File: config.mk
export PLATFORM = sky130hd
export DESIGN_NAME = fourth_order_iir_filter_unit
export DESIGN_NICKNAME = d
export VERILOG_FILES = /design/src/iir4_pkg.sv /design/src/iir4_ctrl.sv /design/src/iir4_datapath.sv /design/src/fourth_order_iir_filter_unit.sv
export SDC_FILE = /design/constraint.sdc
export NUM_CORES = 2
export LEC_CHECK = 0
export ABC_AREA = 1
export BUFFER_PORTS_ARGS = -buffer_cell sky130_fd_sc_hd__buf_4
export CAP_MARGIN = 5
export CORE_ASPECT_RATIO = 0.7
export CORE_MARGIN = 5
export CORE_UTILIZATION = 48
export CTS_BUF_LIST = sky130_fd_sc_hd__clkbuf_4 sky130_fd_sc_hd__clkbuf_8
export CTS_CLUSTER_SIZE = 24
export DETAILED_ROUTE_END_ITERATION = 10
export GPL_TIMING_DRIVEN = 0
export PLACE_DENSITY = 0.74
export RECOVER_POWER = 100
export SETUP_SLACK_MARGIN = 0.2
export SYNTH_ARGS = -nofsm -noshare
export SYNTH_HDL_FRONTEND = slang
export SYNTH_SLANG_ARGS = --single-unit
File: constraint.sdc
create_clock -name clk_i -period 24.9 [get_ports clk_i]
set_input_delay 2.49 -clock clk_i [delete_from_list [all_inputs] [get_ports clk_i]]
set_output_delay 2.49 -clock clk_i [all_outputs]
set_load 0.02 [all_outputs]
File: src/iir4_pkg.sv
// Shared types and constants for the fourth-order IIR filter unit.
// No dependencies; imported by every module of the block.
package iir4_pkg;

  localparam int SAMPLE_W   = 24;
  localparam int COEF_W     = 32;
  localparam int COEF_FRAC  = 27;
  localparam int RES_W      = 27;
  localparam int GAIN_W     = 28;
  localparam int CFG_IDX_W  = 3;
  localparam int CFG_DATA_W = 32;
  localparam int HIST_DEPTH = 4;
  localparam int CLIP_LEVEL = 4194304;

  // x0 + 4x1 + 6x2 + 4x3 + x4 on clipped samples reaches 2^26
  localparam int TAPS_W = 28;
  localparam int DIFF_W = SAMPLE_W + 1;
  localparam int MUL_A_W = COEF_W + 1;
  localparam int MUL_B_W = TAPS_W;
  localparam int PROD_W  = MUL_A_W + MUL_B_W;
  localparam int TERM_W  = 3;

  typedef enum logic [CFG_IDX_W-1:0] {
    REG_HIGHPASS = 3'd0,
    REG_FWD_GAIN = 3'd1,
    REG_FB_ONE   = 3'd2,
    REG_FB_TWO   = 3'd3,
    REG_FB_THREE = 3'd4,
    REG_FB_FOUR  = 3'd5,
    REG_RESON    = 3'd6,
    REG_OUT_GAIN = 3'd7
  } cfg_reg_e;

  // operand pair selected for the shared multiplier
  typedef enum logic [TERM_W-1:0] {
    TERM_FWD  = 3'd0,
    TERM_FB1  = 3'd1,
    TERM_FB2  = 3'd2,
    TERM_FB3  = 3'd3,
    TERM_FB4  = 3'd4,
    TERM_RES  = 3'd5,
    TERM_GAIN = 3'd6
  } term_e;

  typedef struct packed {
    logic  load_in;   // capture and clip new sample, clear accumulator
    logic  prep;      // form tap sum and resonance difference
    logic  mul_en;    // register one product
    term_e term;
    logic  acc_add;   // add registered product into accumulator
    logic  update;    // truncate, clip, shift histories
    logic  out_load;  // scale result into output register
  } dp_cmd_t;

  typedef struct packed {
    logic out_free;
  } dp_status_t;

endpackage

File: src/iir4_ctrl.sv
// Sequencer for the IIR filter: walks one sample through the datapath.
// Depends on iir4_pkg.
module iir4_ctrl (
  input  logic                 clk_i,
  input  logic                 rst_ni,
  input  logic                 in_valid_i,
  output logic                 in_ready_o,
  input  iir4_pkg::dp_status_t status_i,
  output iir4_pkg::dp_cmd_t    cmd_o
);
  import iir4_pkg::*;

  typedef enum logic [6:0] {
    ST_IDLE  = 7'b0000001,
    ST_PREP  = 7'b0000010,
    ST_MAC   = 7'b0000100,
    ST_DRAIN = 7'b0001000,
    ST_ROUND = 7'b0010000,
    ST_SCALE = 7'b0100000,
    ST_EMIT  = 7'b1000000
  } state_e;

  state_e              state_q, state_d;
  logic [TERM_W-1:0]   cnt_q, cnt_d;

  assign in_ready_o = (state_q == ST_IDLE);

  always_comb begin
    state_d = state_q;
    cnt_d   = cnt_q;
    cmd_o   = '0;
    case (state_q)
      ST_IDLE: begin
        if (in_valid_i) begin
          cmd_o.load_in = 1'b1;
          state_d       = ST_PREP;
        end
      end
      ST_PREP: begin
        cmd_o.prep = 1'b1;
        cnt_d      = TERM_W'(TERM_FWD);
        state_d    = ST_MAC;
      end
      ST_MAC: begin
        cmd_o.mul_en  = 1'b1;
        cmd_o.term    = term_e'(cnt_q);
        cmd_o.acc_add = (cnt_q != TERM_W'(TERM_FWD));
        if (cnt_q == TERM_W'(TERM_RES)) begin
          state_d = ST_DRAIN;
        end else begin
          cnt_d = cnt_q + TERM_W'(1);
        end
      end
      ST_DRAIN: begin
        cmd_o.acc_add = 1'b1;
        state_d       = ST_ROUND;
      end
      ST_ROUND: begin
        cmd_o.update = 1'b1;
        state_d      = ST_SCALE;
      end
      ST_SCALE: begin
        cmd_o.mul_en = 1'b1;
        cmd_o.term   = TERM_GAIN;
        state_d      = ST_EMIT;
      end
      ST_EMIT: begin
        if (status_i.out_free) begin
          cmd_o.out_load = 1'b1;
          state_d        = ST_IDLE;
        end
      end
      default: begin
        state_d = ST_IDLE;
      end
    endcase
  end

  always_ff @(posedge clk_i or negedge rst_ni) begin
    if (!rst_ni) begin
      state_q <= ST_IDLE;
      cnt_q   <= '0;
    end else begin
      state_q <= state_d;
      cnt_q   <= cnt_d;
    end
  end

endmodule

File: src/iir4_datapath.sv
// Datapath of the IIR filter: config registers, histories, shared multiplier,
// accumulator and output register. Depends on iir4_pkg.
module iir4_datapath (
  input  logic                                  clk_i,
  input  logic                                  rst_ni,
  input  logic                                  cfg_we_i,
  input  logic [iir4_pkg::CFG_IDX_W-1:0]        cfg_idx_i,
  input  logic [iir4_pkg::CFG_DATA_W-1:0]       cfg_data_i,
  input  logic [iir4_pkg::SAMPLE_W-1:0]         sample_i,
  output logic [iir4_pkg::SAMPLE_W-1:0]         sample_o,
  output logic                                  out_valid_o,
  input  logic                                  out_ready_i,
  input  iir4_pkg::dp_cmd_t                     cmd_i,
  output iir4_pkg::dp_status_t                  status_o
);
  import iir4_pkg::*;

  localparam int SH_W = PROD_W - COEF_FRAC;
  localparam logic signed [SH_W-1:0] Y_HI = SH_W'(CLIP_LEVEL);
  localparam logic signed [SH_W-1:0] Y_LO = -Y_HI;
  localparam logic signed [SH_W-1:0] S_HI = SH_W'((64'sd1 <<< (SAMPLE_W - 1)) - 64'sd1);
  localparam logic signed [SH_W-1:0] S_LO = -S_HI - SH_W'(1);
  localparam logic signed [SAMPLE_W-1:0] X_HI = SAMPLE_W'(CLIP_LEVEL);

  // configuration
  logic                     hp_q;
  logic signed [COEF_W-1:0] fwd_q;
  logic signed [COEF_W-1:0] fb_q [HIST_DEPTH];
  logic [RES_W-1:0]         res_q;
  logic [GAIN_W-1:0]        gain_q;

  // state and working registers
  logic signed [SAMPLE_W-1:0] in_hist_q  [HIST_DEPTH];
  logic signed [SAMPLE_W-1:0] out_hist_q [HIST_DEPTH];
  logic signed [SAMPLE_W-1:0] x0_q, x0_d;
  logic signed [TAPS_W-1:0]   taps_q, taps_d, tap_odd, tap_even;
  logic signed [DIFF_W-1:0]   diff_q, diff_d;
  logic signed [MUL_A_W-1:0]  mul_a;
  logic signed [MUL_B_W-1:0]  mul_b;
  logic signed [PROD_W-1:0]   prod_q, prod_d;
  logic signed [PROD_W-1:0]   acc_q, acc_d;
  logic signed [SH_W-1:0]     acc_sh, prod_sh;
  logic signed [SAMPLE_W-1:0] y_new, scaled;
  logic [SAMPLE_W-1:0]        out_data_q;
  logic                       out_valid_q;

  function automatic logic signed [TAPS_W-1:0] tx(input logic signed [SAMPLE_W-1:0] v);
    tx = {{(TAPS_W - SAMPLE_W){v[SAMPLE_W-1]}}, v};
  endfunction

  function automatic logic signed [MUL_A_W-1:0] ca(input logic signed [COEF_W-1:0] v);
    ca = {{(MUL_A_W - COEF_W){v[COEF_W-1]}}, v};
  endfunction

  always_ff @(posedge clk_i or negedge rst_ni) begin
    if (!rst_ni) begin
      hp_q   <= 1'b0;
      fwd_q  <= '0;
      res_q  <= '0;
      gain_q <= GAIN_W'(1) << COEF_FRAC;
      for (int i = 0; i < HIST_DEPTH; i++) fb_q[i] <= '0;
    end else if (cfg_we_i) begin
      case (cfg_reg_e'(cfg_idx_i))
        REG_HIGHPASS: hp_q      <= cfg_data_i[0];
        REG_FWD_GAIN: fwd_q     <= cfg_data_i[COEF_W-1:0];
        REG_FB_ONE:   fb_q[0]   <= cfg_data_i[COEF_W-1:0];
        REG_FB_TWO:   fb_q[1]   <= cfg_data_i[COEF_W-1:0];
        REG_FB_THREE: fb_q[2]   <= cfg_data_i[COEF_W-1:0];
        REG_FB_FOUR:  fb_q[3]   <= cfg_data_i[COEF_W-1:0];
        REG_RESON:    res_q     <= cfg_data_i[RES_W-1:0];
        REG_OUT_GAIN: gain_q    <= cfg_data_i[GAIN_W-1:0];
        default: ;
      endcase
    end
  end

  // input clip
  always_comb begin
    x0_d = sample_i;
    if ($signed(sample_i) > X_HI) begin
      x0_d = X_HI;
    end else if ($signed(sample_i) < -X_HI) begin
      x0_d = -X_HI;
    end
  end

  // binomial tap sum, odd taps negated in highpass mode
  always_comb begin
    tap_odd  = (tx(in_hist_q[0]) <<< 2) + (tx(in_hist_q[2]) <<< 2);
    tap_even = tx(x0_q) + (tx(in_hist_q[1]) <<< 2) + (tx(in_hist_q[1]) <<< 1)
             + tx(in_hist_q[3]);
    taps_d   = hp_q ? (tap_even - tap_odd) : (tap_even + tap_odd);
    diff_d   = DIFF_W'(in_hist_q[0]) - DIFF_W'(in_hist_q[2]);
  end

  // shared multiplier operands; feedback coefficients enter negated
  always_comb begin
    mul_a = '0;
    mul_b = '0;
    case (cmd_i.term)
      TERM_FWD: begin
        mul_a = ca(fwd_q);
        mul_b = taps_q;
      end
      TERM_FB1: begin
        mul_a = -ca(fb_q[0]);
        mul_b = MUL_B_W'(out_hist_q[0]);
      end
      TERM_FB2: begin
        mul_a = -ca(fb_q[1]);
        mul_b = MUL_B_W'(out_hist_q[1]);
      end
      TERM_FB3: begin
        mul_a = -ca(fb_q[2]);
        mul_b = MUL_B_W'(out_hist_q[2]);
      end
      TERM_FB4: begin
        mul_a = -ca(fb_q[3]);
        mul_b = MUL_B_W'(out_hist_q[3]);
      end
      TERM_RES: begin
        mul_a = $signed({{(MUL_A_W - RES_W){1'b0}}, res_q});
        mul_b = MUL_B_W'(diff_q);
      end
      TERM_GAIN: begin
        mul_a = $signed({{(MUL_A_W - GAIN_W){1'b0}}, gain_q});
        mul_b = MUL_B_W'(out_hist_q[0]);
      end
      default: ;
    endcase
    prod_d = mul_a * mul_b;
  end

  // truncation toward minus infinity, then clip
  always_comb begin
    acc_d   = cmd_i.load_in ? '0 : (acc_q + prod_q);
    acc_sh  = SH_W'(acc_q >>> COEF_FRAC);
    prod_sh = SH_W'(prod_q >>> COEF_FRAC);
    if (acc_sh > Y_HI) begin
      y_new = SAMPLE_W'(Y_HI);
    end else if (acc_sh < Y_LO) begin
      y_new = SAMPLE_W'(Y_LO);
    end else begin
      y_new = SAMPLE_W'(acc_sh);
    end
    if (prod_sh > S_HI) begin
      scaled = SAMPLE_W'(S_HI);
    end else if (prod_sh < S_LO) begin
      scaled = SAMPLE_W'(S_LO);
    end else begin
      scaled = SAMPLE_W'(prod_sh);
    end
  end

  always_ff @(posedge clk_i) begin
    if (cmd_i.load_in) x0_q <= x0_d;
    if (cmd_i.prep) begin
      taps_q <= taps_d;
      diff_q <= diff_d;
    end
    if (cmd_i.mul_en) prod_q <= prod_d;
    if (cmd_i.load_in || cmd_i.acc_add) acc_q <= acc_d;
    if (cmd_i.out_load) out_data_q <= scaled;
  end

  always_ff @(posedge clk_i or negedge rst_ni) begin
    if (!rst_ni) begin
      for (int i = 0; i < HIST_DEPTH; i++) begin
        in_hist_q[i]  <= '0;
        out_hist_q[i] <= '0;
      end
    end else if (cmd_i.update) begin
      for (int i = HIST_DEPTH - 1; i > 0; i--) begin
        in_hist_q[i]  <= in_hist_q[i-1];
        out_hist_q[i] <= out_hist_q[i-1];
      end
      in_hist_q[0]  <= x0_q;
      out_hist_q[0] <= y_new;
    end
  end

  always_ff @(posedge clk_i or negedge rst_ni) begin
    if (!rst_ni) begin
      out_valid_q <= 1'b0;
    end else if (cmd_i.out_load) begin
      out_valid_q <= 1'b1;
    end else if (out_ready_i) begin
      out_valid_q <= 1'b0;
    end
  end

  assign status_o.out_free = !out_valid_q || out_ready_i;
  assign out_valid_o       = out_valid_q;
  assign sample_o          = out_data_q;

endmodule

File: src/fourth_order_iir_filter_unit.sv
// Top level of the fourth-order IIR filter unit: sequencer plus datapath.
// Depends on iir4_pkg, iir4_ctrl, iir4_datapath.
//
//  channel   dir  handshake                      content
//  s_axis    in   s_axis_tvalid/s_axis_tready    tdata[23:0] sample_in
//  m_axis    out  m_axis_tvalid/m_axis_tready    tdata[23:0] sample_out
//  cfg       in   cfg_we_i (no wait)             cfg_idx_i register, cfg_data_i value
//
// After its input transfer, a sample goes through capture and clip, tap sum, six
// products through the one 33x28 multiplier (one per cycle, each accumulated in
// the following cycle), truncate/clip/history shift and the output-gain product.
// One sample is in flight at a time; the shared multiplier sets this.
// The input reopens once the result sits in the output register; the next result
// waits until that register frees. Reset clears histories and config (gain 1.0).
module fourth_order_iir_filter_unit (
  input  logic                            clk_i,
  input  logic                            rst_ni,
  // configuration write port
  input  logic                            cfg_we_i,
  input  logic [iir4_pkg::CFG_IDX_W-1:0]  cfg_idx_i,
  input  logic [iir4_pkg::CFG_DATA_W-1:0] cfg_data_i,
  // input stream
  input  logic                            s_axis_tvalid,
  output logic                            s_axis_tready,
  input  logic [iir4_pkg::SAMPLE_W-1:0]   s_axis_tdata,   // [23:0] sample_in
  // output stream
  output logic                            m_axis_tvalid,
  input  logic                            m_axis_tready,
  output logic [iir4_pkg::SAMPLE_W-1:0]   m_axis_tdata    // [23:0] sample_out
);
  import iir4_pkg::*;

  dp_cmd_t    cmd;
  dp_status_t status;

  iir4_ctrl u_ctrl (
    .clk_i      (clk_i),
    .rst_ni     (rst_ni),
    .in_valid_i (s_axis_tvalid),
    .in_ready_o (s_axis_tready),
    .status_i   (status),
    .cmd_o      (cmd)
  );

  iir4_datapath u_datapath (
    .clk_i       (clk_i),
    .rst_ni      (rst_ni),
    .cfg_we_i    (cfg_we_i),
    .cfg_idx_i   (cfg_idx_i),
    .cfg_data_i  (cfg_data_i),
    .sample_i    (s_axis_tdata),
    .sample_o    (m_axis_tdata),
    .out_valid_o (m_axis_tvalid),
    .out_ready_i (m_axis_tready),
    .cmd_i       (cmd),
    .status_o    (status)
  );

  // one sample in flight: no new transfer right after one is taken
  assert property (@(posedge clk_i) disable iff (!rst_ni)
    (s_axis_tvalid && s_axis_tready) |=> !s_axis_tready)
    else $error("input taken while a sample is in flight");

  // a pending result is never overwritten
  assert property (@(posedge clk_i) disable iff (!rst_ni)
    cmd.out_load |-> (!m_axis_tvalid || m_axis_tready))
    else $error("output register overwritten");

  // history shift and multiplier issue never coincide
  assert property (@(posedge clk_i) disable iff (!rst_ni)
    !(cmd.update && cmd.mul_en))
    else $error("history update during multiply");

endmodule

==> Implementation_results.wiki <==
{| class="wikitable"
! Metric !! Value
|-
| Minimum clock period || between 15 and 20 ns
|-
| Slew Limit Fails || 482
|-
| Prevailing post-synth register cell || sky130_fd_sc_hd__dfrtp_1
|-
| CTS hold repair buffers || 0
|-
| Floorplan row count || 119
|-
| Clock sink total || ~640
|-
| Category of the worst setup path capture point || asynchronous set/reset pin
|-
| Post-CTS Resized || 0
|-
| Cell repeated most along the worst path || sky130_fd_sc_hd__clkbuf_1
|-
| Share of the cycle needed by the critical path after routing || about 60%
|-
| Simple-gate share of the synthesized area || 18.5%
|-
| Via count of the first global-routing pass || roughly 62000
|-
| Largest cells by area after synthesis || sky130_fd_sc_hd__fa_1, sky130_fd_sc_hd__dfrtp_1, sky130_fd_sc_hd__inv_1
|-
| X dimension of the die || 476 µm
|-
| Count of routing violations after the opening detailed-route iteration || 8478
|-
| Clock-pin transition on the worst setup and hold timing paths || 0.08 ns
|-
| Routability-driven placement congestion ratio || ~1.1
|-
| Run status || complete, but fails checks
|-
| Syn nets || 10400
|-
| Ordered list of cells on the worst path || clkbuf_1 -> clkbuf_1 -> clkbuf_1
|-
| Top layer in use || met5
|-
| Cell with the largest stage delay on the worst path || sky130_fd_sc_hd__clkbuf_1
|-
| Core Area || 0.151 mm²
|-
| Top-level I/O count || 90
|-
| Total global-route track usage || 36.6%
|-
| Clock skew after layout || roughly 0.095 ns
|-
| Critical path class || in -> async
|-
| Insertion delay of the later-clocked pin in the worst-skew pair || ~0.84 ns
|-
| Sum of net half-perimeters after detailed placement || around 240000 µm
|-
| Global-route wire length before repair || ~430000 µm
|-
| Total of max-cap violations || 8
|-
| Setup repair after global routing missed its margin || false
|-
| Detailed-route vias per instance || 5.68
|-
| Sequential-to-total area share from yosys stat || 23.6%
|-
| Required time worst endpoint || around 24 ns
|-
| Final Hold Vio Count || 0
|-
| Cell count after synthesis || 8927
|-
| Total die area || ~0.16 mm²
|-
| Cell area after synthesis || 0.0728 mm²
|-
| Detail Route Antenna Nets || 0
|-
| Total gr overflow || 0
|-
| Tightest slew margin relative to the limit || -295%
|-
| Most common cell in the netlist || sky130_fd_sc_hd__inv_1
|-
| Clock buffers created by TritonCTS || 98
|-
| Startpoint type of the worst setup path || input port
|-
| Initial antenna violation count || 16
|-
| Clock tree from TritonCTS || built
|-
| Maximum single-stage delay on the critical path || 4.28 ns
|-
| Maximum clock frequency || between 0.06 and 0.07 GHz
|-
| Share of final-layout standard cells stronger than drive strength 1 || under 10%
|-
| Number of setup violations in the final report || 0
|-
| Largest family of logic cells by synthesized area || adder cells
|-
| Multiplexer fraction of the synthesized cell area || 0%
|-
| Setup TNS || 0 ns
|-
| Post-Synth XOR/XNOR Area || under 10%
|-
| Share of the synthesized area in compound gates (AO/OA/AOI/OAI) || under 10%
|-
| Buffers on Ports || ~90
|-
| Share of the synthesized area in the top cell type || 27.7%
|-
| WL met3 || ~48000 µm
|-
| Kind of path behind the tightest hold check || reg -> reg
|-
| Number of vias in the routed layout || ~64000
|-
| Final-layout fill cell count || between 10000 and 15000
|-
| Pin count of the biggest net entering global routing || 121
|-
| Initial core utilization || 48.4%
|-
| Yosys warning count || 0
|-
| 1st-pass router iterations || 6
|-
| Deepest level of the CTS H-tree || 3
|-
| Post-synth EDFFs || between 200 and 250
|-
| Data arrival, critical path || 14.83 ns
|-
| Post-layout net count || 10600
|-
| DRC violation count after routing || 0
|-
| Synthesis-to-layout area growth || 7.40%
|-
| Met2 WL post-DR || 107000 µm
|-
| Number of synthesized register bits || 642
|-
| Met1 Wirelength || 125000 µm
|-
| Clock tree root driver cell || sky130_fd_sc_hd__clkbuf_8
|-
| Post-synth ARST share || roughly two thirds
|-
| Failing checks || capacitance limit, slew limit
|-
| Number of distinct library cell variants in the gate-level netlist after synthesis || 78
|-
| Buffer levels on the longest clock path || 3
|-
| Transition time of the tightest slew-check pin || between 5 and 6 ns
|-
| Buffer and inverter count on the worst path || 3
|-
| CP top delay family || buffers and inverters
|-
| Routed wire per std cell || 25.9 µm
|-
| Buffers inserted during post-CTS setup optimization || 0
|-
| Vert. Die Dim || about 340 µm
|-
| Total length of routed wires || between 200000 and 300000 µm
|-
| Top cells by count, synth || sky130_fd_sc_hd__inv_1, sky130_fd_sc_hd__nand2_1, sky130_fd_sc_hd__fa_1
|-
| Mapped Avg Cell Area || 8.16 µm²
|-
| Max FO, Critical Path || 106
|-
| Synth Area in Adders || 34.0%
|-
| Dominant cell type by area after synthesis || sky130_fd_sc_hd__fa_1
|}
[per-stage QoR]
stage	hold slack, ns	worst slack (ns)	cell area [µm²]	utilization (%)	std cells
final	0.488	9.53	78200	52.0	11200
after global routing	0.498	6.79	78200	51.9	11200
after CTS	0.489	13.76	78500	52.2	11200
after detailed placement	0.473	13.76	76400	50.7	11000
after global placement	0.465	12.10	76000	50.5	11000
after floorplan	0.453	15.62	72800	-	8927
[tightest hold or removal path: stages (launching register included)]
cell                      delay [ns]
sky130_fd_sc_hd__dfrtp_1        0.34
sky130_fd_sc_hd__nand2_1        0.05
sky130_fd_sc_hd__o21ai_0        0.06
[placed cells by master, fill, tap and decap left out, drive strengths merged, types with 13 or more instances in the layout]
| master | synthesis | routed |
|---|---|---|
| o22ai | 29 | 29 |
| nor2 | 768 | 768 |
| a221oi | 13 | 13 |
| nor3 | 72 | 72 |
| xnor2 | 53 | 53 |
| a21oi | 325 | 325 |
| clkbuf | 113 | 301 |
| nand2 | 1907 | 1907 |
| clkinv | 2 | 33 |
| nand3 | 246 | 246 |
| o21ai | 645 | 645 |
| a21boi | 13 | 13 |
| a31oi | 34 | 34 |
| nand3b | 17 | 17 |
| dfrtp | 417 | 417 |
| or2 | 22 | 22 |
| xor2 | 143 | 143 |
| edfxtp | 223 | 223 |
| nor4 | 66 | 66 |
| fa | 1007 | 1007 |
| o21bai | 16 | 16 |
| nand4 | 96 | 96 |
| ha | 366 | 366 |
| o21a | 27 | 27 |
| a21o | 23 | 23 |
| inv | 2023 | 2030 |
| buf | 170 | 228 |
[final timing paths]
kind	start	endpoint	slack, ns	cells past startpoint
setup / recovery	rst_ni	u_datapath.fb_q[99]$_DFFE_PN0P_	9.53	3
hold / removal	u_datapath.out_hist_q[38]$_DFFE_PN0P_	u_datapath.out_hist_q[38]$_DFFE_PN0P_	0.49	2
setup reg to reg	u_ctrl.state_q[5]$_DFFE_PN0P_	u_datapath.prod_q[57]$_DFFE_PP_	11.25	36
hold reg to reg	u_datapath.out_hist_q[38]$_DFFE_PN0P_	u_datapath.out_hist_q[38]$_DFFE_PN0P_	0.49	2
max in group clk_i	u_ctrl.state_q[5]$_DFFE_PN0P_	u_datapath.prod_q[57]$_DFFE_PP_	11.25	36
min in group asynchronous	rst_ni	u_datapath.in_hist_q[90]$_DFFE_PN0P_	3.53	1
[cell type report]
| cell class | instances | area, µm² | share of cell area, % |
|---|---|---|---|
| antenna | 9 | 22.5 | 0.0288 |
| buffer | 283 | 1390 | 1.77 |
| clock buffer | 136 | 1720 | 2.20 |
| clock inverter | 49 | 459 | 0.587 |
| inverter | 2025 | 7600 | 9.72 |
| multi-input combinational | 5977 | 46600 | 59.6 |
| sequential | 642 | 17200 | 22.0 |
| tap | 1996 | 2500 | 3.19 |
| timing repair buffer | 110 | 724 | 0.926 |
[logic make-up (layout without fill, tap and decap cells)]
group / after synthesis / count (layout)
flops: 642 / 642
compound gates: 1202 / 1202
other cells: 0 / 9
buf+inv: 2308 / 2603
xor+xnor: 196 / 196
fa+ha+maj: 1373 / 1373
simple gates: 3206 / 3206
[flip-flops by register name, summed over array words and instances, names as in the netlist]
signal and flops:
u_datapath.out_valid_o 1, u_datapath.sample_o 24, u_datapath.prod_q 61, u_datapath.x0_q 24
u_datapath.fb_q 128, u_ctrl.cnt_q 3, u_datapath.diff_q 25, u_datapath.hp_q 1
u_datapath.taps_q 28, u_datapath.gain_q 28, u_ctrl.state_q 7, u_datapath.in_hist_q 96
u_datapath.res_q 27, u_datapath.out_hist_q 96, u_datapath.acc_q 61, u_datapath.fwd_q 32
[per-layer routing]
metal  track usage, %  vias to the layer above
li1                 -                    27800
met1             54.5                    31600
met2             46.9                     3833
met3             17.4                      472
met4             10.2                       14
met5            0.117                        -
Power is left out: the tool's default activity adds up to more than one toggle a clock period on the data nets, which glitch-free logic cannot reach.
